==> src/sv/mtq_pkg.sv <==
// ----------------------------------------------------------------------------
// mtq_pkg
// shared widths, result codes and the slot command word of the timer queue
// ----------------------------------------------------------------------------
`default_nettype none

package mtq_pkg;

  localparam int unsigned TIMER_SLOTS_DEF = 16;
  localparam int unsigned MAX_SLOTS       = 16;
  localparam int unsigned OP_W            = 2;
  localparam int unsigned PERIOD_W        = 32;
  localparam int unsigned HANDLE_W        = 4;
  localparam int unsigned KIND_W          = 3;

  localparam logic [OP_W-1:0] OP_TICK  = 2'd0;
  localparam logic [OP_W-1:0] OP_START = 2'd1;
  localparam logic [OP_W-1:0] OP_STOP  = 2'd2;

  localparam logic [KIND_W-1:0] KIND_STARTED       = 3'd0;
  localparam logic [KIND_W-1:0] KIND_START_REFUSED = 3'd1;
  localparam logic [KIND_W-1:0] KIND_STOPPED       = 3'd2;
  localparam logic [KIND_W-1:0] KIND_STOP_REFUSED  = 3'd3;
  localparam logic [KIND_W-1:0] KIND_EXPIRED       = 3'd4;

  typedef struct packed {
    logic claim;     // load period into the addressed slot and mark it active
    logic periodic;  // mode taken with claim
    logic free;      // cancel the addressed slot
    logic count;     // one millisecond step on the addressed slot
  } slot_cmd_t;

endpackage

`default_nettype wire

==> src/sv/multi_timer_queue.sv <==
// ----------------------------------------------------------------------------
// multi_timer_queue
// millisecond timers in fixed slots: start, stop and tick words swept over
// the slots by a small sequencer sharing one countdown unit
// ----------------------------------------------------------------------------
//  channel | dir | tdata                                    | tuser   | tlast
//  s_      | in  | fire_once[0] period_ms[32:1] handle[36:33] | op[1:0] | -
//  m_      | out | slot[3:0]                                | kind    | last
//
//  start: accept, then a step per slot up to and including the first free
//  one (every usable slot when all are taken); stop: accept plus one step;
//  tick: accept plus a step per usable slot plus a closing flush step.
//  the scan holds wherever a result must go out while the output register
//  is still full. synchronous reset frees every slot at once.
// ----------------------------------------------------------------------------
`default_nettype none

module multi_timer_queue #(
  parameter int unsigned TIMER_SLOTS = mtq_pkg::TIMER_SLOTS_DEF
) (
  input  wire         clk,
  input  wire         rst,
  input  wire         s_tvalid,
  output logic        s_tready,
  input  wire  [39:0] s_tdata,   // fire_once, period_ms, handle, zero fill
  input  wire  [1:0]  s_tuser,   // op
  output logic        m_tvalid,
  input  wire         m_tready,
  output logic [7:0]  m_tdata,   // slot, zero fill
  output logic [2:0]  m_tuser,   // kind
  output logic        m_tlast    // last
);

  localparam int unsigned USABLE = (TIMER_SLOTS < mtq_pkg::MAX_SLOTS) ?
                                   TIMER_SLOTS : mtq_pkg::MAX_SLOTS;
  localparam int unsigned IW     = $clog2(USABLE);

  localparam logic [2:0] ST_IDLE  = 3'd0;
  localparam logic [2:0] ST_START = 3'd1;
  localparam logic [2:0] ST_STOP  = 3'd2;
  localparam logic [2:0] ST_TICK  = 3'd3;
  localparam logic [2:0] ST_FLUSH = 3'd4;

  logic [2:0]                       state;
  logic [2:0]                       state_next;
  logic [IW-1:0]                    cnt;
  logic                             fire_once;
  logic [mtq_pkg::PERIOD_W-1:0]     period_ms;
  logic [mtq_pkg::HANDLE_W-1:0]     handle;
  logic                             pend_valid;
  logic [IW-1:0]                    pend_slot;
  logic                             out_valid;
  logic [mtq_pkg::KIND_W-1:0]       out_kind;
  logic [mtq_pkg::HANDLE_W-1:0]     out_slot;
  logic                             out_last;

  mtq_pkg::slot_cmd_t               cmd;
  logic [IW-1:0]                    idx;
  logic                             slot_active;
  logic                             slot_expiring;
  logic                             out_free;
  logic                             in_range;
  logic                             last_slot;
  logic                             emit;
  logic [mtq_pkg::KIND_W-1:0]       e_kind;
  logic [mtq_pkg::HANDLE_W-1:0]     e_slot;
  logic                             e_last;
  logic                             advance;
  logic                             pend_load;
  logic                             pend_clear;

  assign s_tready  = (state == ST_IDLE);
  assign out_free  = !out_valid || m_tready;
  assign in_range  = {1'b0, handle} < (mtq_pkg::HANDLE_W + 1)'(USABLE);
  assign last_slot = (cnt == IW'(USABLE - 1));
  assign idx       = (state == ST_STOP) ? handle[IW-1:0] : cnt;

  assign m_tvalid = out_valid;
  assign m_tdata  = {4'b0000, out_slot};
  assign m_tuser  = out_kind;
  assign m_tlast  = out_last;

  mtq_slots #(
    .SLOTS (USABLE)
  ) u_slots (
    .clk           (clk),
    .rst           (rst),
    .idx           (idx),
    .cmd           (cmd),
    .period        (period_ms),
    .slot_active   (slot_active),
    .slot_expiring (slot_expiring)
  );

  always_comb begin
    cmd        = '0;
    emit       = 1'b0;
    e_kind     = mtq_pkg::KIND_STARTED;
    e_slot     = '0;
    e_last     = 1'b1;
    advance    = 1'b0;
    pend_load  = 1'b0;
    pend_clear = 1'b0;
    state_next = state;
    unique case (state)
      ST_IDLE: begin
        pend_clear = 1'b1;
        if (s_tvalid) begin
          unique case (s_tuser)
            mtq_pkg::OP_TICK:  state_next = ST_TICK;
            mtq_pkg::OP_START: state_next = ST_START;
            mtq_pkg::OP_STOP:  state_next = ST_STOP;
            default:           state_next = ST_IDLE;
          endcase
        end
      end
      ST_START: begin
        if (!slot_active) begin
          if (out_free) begin
            cmd.claim    = 1'b1;
            cmd.periodic = !fire_once;
            emit         = 1'b1;
            e_kind       = mtq_pkg::KIND_STARTED;
            e_slot       = mtq_pkg::HANDLE_W'(cnt);
            state_next   = ST_IDLE;
          end
        end else if (last_slot) begin
          if (out_free) begin
            emit       = 1'b1;
            e_kind     = mtq_pkg::KIND_START_REFUSED;
            state_next = ST_IDLE;
          end
        end else begin
          advance = 1'b1;
        end
      end
      ST_STOP: begin
        if (out_free) begin
          emit       = 1'b1;
          e_slot     = handle;
          state_next = ST_IDLE;
          if (in_range && slot_active) begin
            cmd.free = 1'b1;
            e_kind   = mtq_pkg::KIND_STOPPED;
          end else begin
            e_kind   = mtq_pkg::KIND_STOP_REFUSED;
          end
        end
      end
      ST_TICK: begin
        if (slot_active && slot_expiring && pend_valid) begin
          if (out_free) begin
            emit    = 1'b1;
            e_kind  = mtq_pkg::KIND_EXPIRED;
            e_slot  = mtq_pkg::HANDLE_W'(pend_slot);
            e_last  = 1'b0;
            advance = 1'b1;
          end
        end else begin
          advance = 1'b1;
        end
        if (advance) begin
          cmd.count = slot_active;
          pend_load = slot_active && slot_expiring;
          if (last_slot) begin
            state_next = ST_FLUSH;
          end
        end
      end
      ST_FLUSH: begin
        if (!pend_valid) begin
          state_next = ST_IDLE;
        end else if (out_free) begin
          emit       = 1'b1;
          e_kind     = mtq_pkg::KIND_EXPIRED;
          e_slot     = mtq_pkg::HANDLE_W'(pend_slot);
          state_next = ST_IDLE;
        end
      end
      default: begin
        state_next = ST_IDLE;
      end
    endcase
  end

  always_ff @(posedge clk) begin
    if (rst) begin
      state      <= ST_IDLE;
      pend_valid <= 1'b0;
      out_valid  <= 1'b0;
    end else begin
      state <= state_next;
      if (pend_clear) begin
        pend_valid <= 1'b0;
      end else if (pend_load) begin
        pend_valid <= 1'b1;
      end
      if (emit) begin
        out_valid <= 1'b1;
      end else if (m_tready) begin
        out_valid <= 1'b0;
      end
    end
  end

  always_ff @(posedge clk) begin
    if (state == ST_IDLE) begin
      cnt <= '0;
    end else if (advance && !last_slot) begin
      cnt <= cnt + IW'(1);
    end
    if (s_tvalid && s_tready) begin
      fire_once <= s_tdata[0];
      period_ms <= s_tdata[32:1];
      handle    <= s_tdata[36:33];
    end
    if (pend_load) begin
      pend_slot <= cnt;
    end
    if (emit) begin
      out_kind <= e_kind;
      out_slot <= e_slot;
      out_last <= e_last;
    end
  end

endmodule

`default_nettype wire

==> src/sv/mtq_slots.sv <==
// ----------------------------------------------------------------------------
// mtq_slots
// slot store with the shared countdown unit: one slot read, compared and
// stepped per cycle at the index given by the sequencer
// ----------------------------------------------------------------------------
`default_nettype none

module mtq_slots #(
  parameter int unsigned SLOTS = mtq_pkg::TIMER_SLOTS_DEF,
  localparam int unsigned IW   = $clog2(SLOTS)
) (
  input  wire                              clk,
  input  wire                              rst,
  input  wire  [IW-1:0]                    idx,
  input  mtq_pkg::slot_cmd_t               cmd,
  input  wire  [mtq_pkg::PERIOD_W-1:0]     period,
  output logic                             slot_active,
  output logic                             slot_expiring
);

  logic [SLOTS-1:0]                 active_bits;
  logic [SLOTS-1:0]                 periodic_bits;
  logic [mtq_pkg::PERIOD_W-1:0]     remaining [SLOTS];
  logic [mtq_pkg::PERIOD_W-1:0]     reload    [SLOTS];
  logic [mtq_pkg::PERIOD_W-1:0]     cur;
  logic [mtq_pkg::PERIOD_W-1:0]     dec;

  assign cur           = remaining[idx];
  assign dec           = cur - mtq_pkg::PERIOD_W'(1);
  assign slot_expiring = ~|cur[mtq_pkg::PERIOD_W-1:1];
  assign slot_active   = active_bits[idx];

  always_ff @(posedge clk) begin
    if (rst) begin
      active_bits   <= '0;
      periodic_bits <= '0;
    end else begin
      if (cmd.claim) begin
        active_bits[idx]   <= 1'b1;
        periodic_bits[idx] <= cmd.periodic;
      end
      if (cmd.free) begin
        active_bits[idx]   <= 1'b0;
        periodic_bits[idx] <= 1'b0;
      end
      if (cmd.count && slot_expiring && !periodic_bits[idx]) begin
        active_bits[idx] <= 1'b0;
      end
    end
  end

  always_ff @(posedge clk) begin
    if (cmd.claim) begin
      remaining[idx] <= period;
      reload[idx]    <= period;
    end else if (cmd.count) begin
      remaining[idx] <= slot_expiring ? reload[idx] : dec;
    end
  end

endmodule

`default_nettype wire

==> config.mk <==
export PLATFORM = sky130hd
export DESIGN_NAME = multi_timer_queue
export DESIGN_NICKNAME = d
export VERILOG_FILES = /design/src/sv/mtq_pkg.sv /design/src/sv/multi_timer_queue.sv /design/src/sv/mtq_slots.sv
export SDC_FILE = /design/constraint.sdc
export NUM_CORES = 1
export LEC_CHECK = 0
export ABC_AREA = 1
export CAP_MARGIN = 25
export CORE_MARGIN = 5
export CORE_UTILIZATION = 60
export CTS_CLUSTER_SIZE = 40
export DETAILED_ROUTE_END_ITERATION = 8
export DONT_BUFFER_PORTS = 1
export GPL_TIMING_DRIVEN = 0
export PLACE_DENSITY = 0.76
export SLEW_MARGIN = 30
export SYNTH_ARGS = -nofsm -noshare
export SYNTH_HDL_FRONTEND = slang
export SYNTH_SLANG_ARGS = --single-unit
==> constraint.sdc <==
create_clock -name clk -period 10.95 [get_ports clk]
set_input_delay 2.7375 -clock clk [delete_from_list [all_inputs] [get_ports clk]]
set_output_delay 2.7375 -clock clk [all_outputs]
set_load 0.02 [all_outputs]
Word-level counts from Yosys, hierarchy flattened
Memories as Yosys holds them, arrays and structs flattened.
Cells that the tools add are included.

cells by class
  magnitude comparators = 2
  reductions and logical operators = 20
  multiplexer cells = 73
  bitwise gates (word level) = 6
  $add $sub $neg = 2
  equality and inequality tests = 11

operators by type and width
  cell                   number
  $mux 16                8
  $mux 32                2
  $and 16x16->16         3
  $mux 3                 13
  $sub 32x1->32 const B  1
  $reduce_or 31->1       1
  $mux 1                 30
  $mux 4                 7
  $bwmux 16              1
  $not 16->16            1
  $or 16x16->16          1
  $pmux 4 s4             1
  $pmux 3 s5             1
  $pmux 3 s4             1
  $bmux 1 s4             2
  $logic_and 1x1->1      7
  $eq 3x2->1 const B     2
  $mux 2                 3
  $ne 2x2->1 const B     3
  $pmux 2 s3             1
  $logic_not 1->1        5
  $lt 4x5->1 const B     1
  $add 4x1->4 const B    1
  $demux 1 s4            1
  other kinds (17)       17

word-level totals
  bits of input ports = 46
  register bits = 90
  memories kept = 2
  output and inout bits = 14
  memory bits (writable) = 1024
  logic and storage cells = 129

memories
  memory             depth  bits a word  rd ports  clocked after memory_dff  write ports  line             RTL
  u_slots.reload     16     32           1         0                         1            mtq_slots.sv:24  logic [mtq_pkg::PERIOD_W-1:0] reload [SLOTS];
  u_slots.remaining  16     32           1         0                         1            mtq_slots.sv:23  logic [mtq_pkg::PERIOD_W-1:0] remaining [SLOTS];

Logic depth before layout (Yosys ltp)
An unclocked memory read counts as a cell.

  word-level depth = 15
  depth in mapped cells = 26
  gate-level depth less buffers = 23

Cells and area by module
A second synthesis with hierarchy kept.

unflattened totals
  cell total of the unflattened synthesis = 3832
  area, all modules = 45075.7 um^2

by module, submodules not included
  module             instances  area each (um^2)  cells an instance  seq. area each (um^2)
  mtq_slots          1          42817.3           3645               31390.1
  multi_timer_queue  1          2258.4            187                1651.6

Least setup slack after synthesis
OpenSTA, ideal clock, no wires.

  kind = input-to-reg
  start point = input port m_tready
  end point = register u_slots.periodic_bits[12]
  arrival time = 5222 ps
  setup time = 78 ps
  path buffers = 0
  required time = 10872 ps
  stages on the path = 8
  path slack = 5650 ps
  path through = nor2_1 nor2_1 inv_1 nor2_4 inv_2 nor2_1 o221ai_1 a21oi_1

between the ends
  cells in the longest elaborated chain, start to end = 9
  elaborated cells between the ends (all ways) = 11
  those cells by class = mux: 9; bitwise: 1; reduce/logical: 1

RTL lines
  item                             line                      RTL
  from (decl)                      multi_timer_queue.sv:28   input wire m_tready,
  $logic_or 1x1->1 (*)             multi_timer_queue.sv:73   assign out_free = !out_valid || m_tready;
  $mux 2                           multi_timer_queue.sv:119  if (out_free) begin
  $mux 2                           multi_timer_queue.sv:118  if (!slot_active) begin
  $mux 2                           multi_timer_queue.sv:105  unique case (state)
  $bwmux 16                        mtq_slots.sv:40           periodic_bits[idx] <= cmd.periodic;
  $mux 16                          mtq_slots.sv:38           if (cmd.claim) begin
  $mux 16                          mtq_slots.sv:34           if (rst) begin
  $and 16x16->16 (no source line)  --
  $mux 16 (*)                      mtq_slots.sv:42           if (cmd.free) begin
  to (signal, indexed assignment)  mtq_slots.sv:40
  to (decl)                        mtq_slots.sv:22           logic [SLOTS-1:0] periodic_bits;

Every way passes the cells marked *; elsewhere a longest branch is shown, timed or not. The select of a mux whose other input is x is not followed.
A chain may end at the register's enable or synchronous reset.

Worst setup path after layout
  start point = register handle[0] (netlist bit)
  end point = memory u_slots.remaining[0][7] (netlist bit) (data pin)

between the ends
  cells in the longest elaborated chain, start to end = 14
  elaborated cells between the ends (all ways) = 21
  those cells by class = add/sub: 1; mux: 14; reduce/logical: 4; memory: 2

RTL lines
  item                             line                      RTL
  from (decl)                      multi_timer_queue.sv:49   logic [mtq_pkg::HANDLE_W-1:0] handle;
  from (signal assigned)           multi_timer_queue.sv:215  handle <= s_tdata[36:33];
  $mux 4 (*)                       multi_timer_queue.sv:76   assign idx = (state == ST_STOP) ? handle[IW-1:0] : cnt;
  $mem_v2 16x32                    --
  $reduce_or 31->1                 mtq_slots.sv:30           assign slot_expiring = ~|cur[mtq_pkg::PERIOD_W-1:1];
  $logic_not 1->1                  mtq_slots.sv:30
  $logic_and 1x1->1 (2 in series)  multi_timer_queue.sv:151  if (slot_active && slot_expiring && pend_valid) begin
  $mux 1                           multi_timer_queue.sv:151
  $mux 1                           multi_timer_queue.sv:105
  $mux 1                           multi_timer_queue.sv:162  if (advance) begin
  $mux 1                           multi_timer_queue.sv:105
  $mux 1                           mtq_slots.sv:56           end else if (cmd.count) begin
  $mux 1                           mtq_slots.sv:53           if (cmd.claim) begin
  $mux 1                           mtq_slots.sv:57           remaining[idx] <= slot_expiring ? reload[idx] : dec;
  $mux 32 (no source line) (*)     --
  to (decl)                        mtq_slots.sv:23

Marked as above.

==> results <==
- The flow ran to the end, and the final reports show no timing, DRC or antenna violations.
- The final worst-path cycle share is 54.36%.
- The number of failing setup endpoints in the final timing report is 0.
- The placer's final routability congestion estimate is 0.9434.
- The post-route netlist has 9.804% of its cells at a drive strength greater than 1.
- The power density over the cells is 265.4 nW/um^2.
- The path class of the lowest-slack min-delay path is reg -> reg.
- The die footprint is a little over 80000 sq um.
- The slew of the pin with the lowest slew margin is 1.161 ns.
- The worst slew margin relative to its limit is 21.58%.
- The area growth from synthesis to layout is 14.40%.
- After clock tree synthesis, the clock-pin slew on the worst setup and hold paths is around 0.06 ns.
- The number of hold violations in the final report came to 0.
- The dominant cell type by area after synthesis is edfxtp_1.
- Before antenna repair, the detailed router went through 6 iterations.
- The synthesized netlist devotes between 10% and 20% of its cell area to simple gates.
- In this run, post-CTS repair resized a total of 0 instances.
- Setup repair after global routing left no endpoint under its margin.
- The residual DRC count is 0.
- For this design the static power due to leakage is 18.96 nW.
- The final max-slew violation count is 0.
- Along the worst hold path, the cell count comes to 2.
- Total power for the finished layout comes to approximately 14 mW.
- The standard cell core area is 74700 sq um.
- After synthesis, the share of cell area in mux cells is 0%.
- Buffers inserted to repair hold after CTS numbered 0.
- In the synthesized netlist the dominant register cell turns out to be edfxtp_1.
- By area the synthesized netlist is led by edfxtp_1, nand2_1, a22oi_1.
- The fraction of the mapped netlist area in adder cells is 0.05523%.
- The path type of the worst setup path is reg -> reg.
- In this run the power spent charging and discharging nets is approximately 5.3 mW.
- After synthesis, the share of flip-flops with an asynchronous set or reset is 0%.
- The worst supply voltage drop on vdd is 0.1488 mV.
- The switching portion of total power is 38.27%.
- The count of maximum capacitance violations is 0.
- The longest clock path from root to sink contains 3 buffers.
- The worst endpoint data arrival time is ~6.3 ns.
- The critical path starts at handle[0].
- STA classifies the critical path endpoint as a register.
- The post-synthesis instance area is about 45000 sq um.
- The clock tree from TritonCTS is built.
- Per report_power, the combinational group accounts for 34.4% of the total.
- For this run, the register share of the synthesized area comes to between 70% and 80%.
- From left edge to right edge, the die measures 284.8 um.
- Measured along the y axis, the die boundary spans about 280 um.
- The top cell types in the final layout, fill and taps aside, are nand2_1, edfxtp_1, a22oi_1.
- The number of I/O pins is 60.
- The initial utilization of the core area, before any placement, comes to slightly above 60%.
- Leaving out fill and tap cells, the most frequent cell in the layout is nand2_1.
- The worst setup path is launched from a register.
- The number of fill cells is ~4900.
- The number of levels the H-tree was split into is 3.
- In this run the register-to-register setup slack is approximately 5 ns.
- The later pin in the worst-skew pair is clocked with a latency of 0.69 ns.
- The data required time at the worst endpoint is 11.30 ns.
- The number of distinct standard cells referenced by the synthesized netlist is 47.
- In this run the remaining antenna-violating nets after routing total 0.
- For this run, the total global-route usage over all layers was measured as 32.04%.
- The per-cell via count in the routed design is 6.286.
- The multi-input gate area in the final layout is about 11000 sq um.
- Row generation in the floorplan step produced 100 rows.
- The xor/xnor share of the synthesized area is less than 1%.
- The internal power is 8.490 mW.
- Detailed routing inserted a total of 31493 vias.
- The combined flip-flop and latch cell area is ~33000 sq um.
- The setup skew after layout is 0.02775 ns.
- Global routing finished with a remaining overflow of 0.
- The clock network is responsible for between 20% and 30% of the overall power.
- Static timing analysis puts the maximum clock frequency at 0.1680 GHz.
- The count of buffers added by post-CTS timing repair for setup is 0.
- The average wire per cell in the routed design is 26.46 um.
- The worst register-to-register path begins at handle[0].
- The yosys synthesis warning count is 0.
- The share of synthesized area in the top cell type comes to 71.11%.
- Entering global routing, the biggest net connects 34 pins.
- The compound-cell area share of the yosys netlist is around 7.8%.
- The count of cells along the worst register-to-register path is 23.
- The number of clock buffers added by TritonCTS is 107.
- The tree built by TritonCTS fans out to 1114 sinks.
- In this run the most critical hold path is launched from u_slots.periodic_bits[15].
- The final layout contains 4001 nets.
- The placed wire-length estimate after detailed placement is 87070 um.
- The number of global-route vias before repair is between 30000 and 40000.
- After layout, the minimum clock period comes to 5.952 ns.
- The number of antenna violations at the first check in global routing came to 2.
- The root buffer selected by CTS is clkbuf_16.
- In the synthesized netlist, the number of instances is 3779.
- The dominant combinational cell family by area after synthesis is simple AND/OR/NAND/NOR gates.
- In this run, flip-flops and latches consume 38.7% of the power.
- The number of synthesized flops with an enable pin is 1073.
- The number of register bits inferred by synthesis is about 1100.
- The final total negative setup slack is 0 ns.
- A synthesized cell averages around 12 sq um.
- The first global-routing pass estimated 193400 um of wire.
- The post-detailed-routing wire length is around 130000 um.
- The number of input and output port buffers inserted is 0.
- The peak fanout along the critical path is 16.
- The DRC marker count from the first detailed-route iteration is 4858.
-- power by group through the flow --
stage / combinational [mW] / clock [mW] / sequential [mW]
after floorplan: 2.87 / 0 / 5.33
after global placement: 4.31 / 0 / 5.41
after detailed placement: 4.53 / 0 / 5.41
after CTS: 4.58 / 3.69 / 5.32
after global routing: 5.08 / 3.89 / 5.34
final: 4.73 / 3.70 / 5.32
-- layout make-up --
class	count	area share [%]
Timing Repair Buffer	62	3.111
Inverter	119	0.8859
Tap cell	969	2.339
Clock inverter	63	1.357
Sequential cell	1114	63.74
Buffer	195	1.854
Multi-Input combinational cell	2354	21.35
Clock buffer	132	5.346
Antenna cell	2	0.009655
-- critical path: stages (launching register included) --
cell	delay [ns]
edfxtp_1	0.42
inv_1	0.07
nand4_1	0.51
nand2_2	0.27
buf_4	0.30
buf_2	0.22
nand2_1	0.09
nand2_1	0.06
nand2_1	0.10
nand2_1	0.08
nand2_1	0.06
nand2_1	0.06
nor2_1	0.57
nand2_1	0.23
inv_1	0.10
nand2_1	0.07
nor2_1	0.08
nand2_1	0.05
nor2_1	0.72
buf_2	0.42
o41ai_1	0.24
o21ai_0	0.12
nand2_1	0.07
nand2_1	0.65
-- metal layers --
layer  share of wire (%)  global-route usage, %  vias up  wire length, um
li1                    -                      -    13637                -
met1                  37                  44.74    15042            48450
met2                  45                  49.48     2429            60290
met3                  14                  7.412      383            18060
met4                 4.3                  13.17        2             5751
met5              0.0098                      0        -               13
-- per-stage QoR --
step | setup slack, ns | util (%) | instance area, sq um | hold slack [ns] | instances
finish | 4.998 | 69.40 | 51840 | 0.4685 | 5010
global placement | 3.534 | 62.30 | 46530 | 0.4419 | 4751
floorplan | 5.650 | - | 45320 | 0.4256 | 3782
detailed placement | 5.348 | 64.72 | 48350 | 0.4495 | 4813
CTS | 5.279 | 69.38 | 51820 | 0.4589 | 5008
global route | 4.890 | 69.39 | 51830 | 0.4886 | 5008
-- final timing paths --
check                              end
max reg2reg    u_slots.remaining[0][7]
min          u_slots.periodic_bits[15]
min reg2reg  u_slots.periodic_bits[15]
max            u_slots.remaining[0][7]
-- registers in the layout, summed over array words and instances, names as in the netlist --
register	cells
cnt	4
fire_once	1
handle	4
m_tlast	1
m_tuser	3
m_tvalid	1
out_slot	4
pend_slot	4
pend_valid	1
period_ms	32
state	3
u_slots.active_bits	16
u_slots.periodic_bits	16
u_slots.reload	512
u_slots.remaining	512
-- cell families (layout without fill, tap and decap cells) --
family,count (synthesis),in the layout
and+or+nand+nor,1789,1789
AOI/OAI and AO/OA,535,535
other,1,6
adders and majority gates,2,2
buffers and inverters,314,571
DFF,1114,1114
xor gates and xnor gates,24,24
-- synth_stat cells, drive strengths merged (7+ instances only) --
cell    count
xor2       16
nand2    1503
nor2      159
o22ai      16
xnor2       8
nand4       8
inv       115
a22oi     257
o41ai      23
dfxtp      41
nand3     103
o21bai     10
buf       103
edfxtp   1073
nor4        7
a21oi     161
clkbuf     92
o21ai      50
No activity file was read; power rests on OpenSTA's default activity.
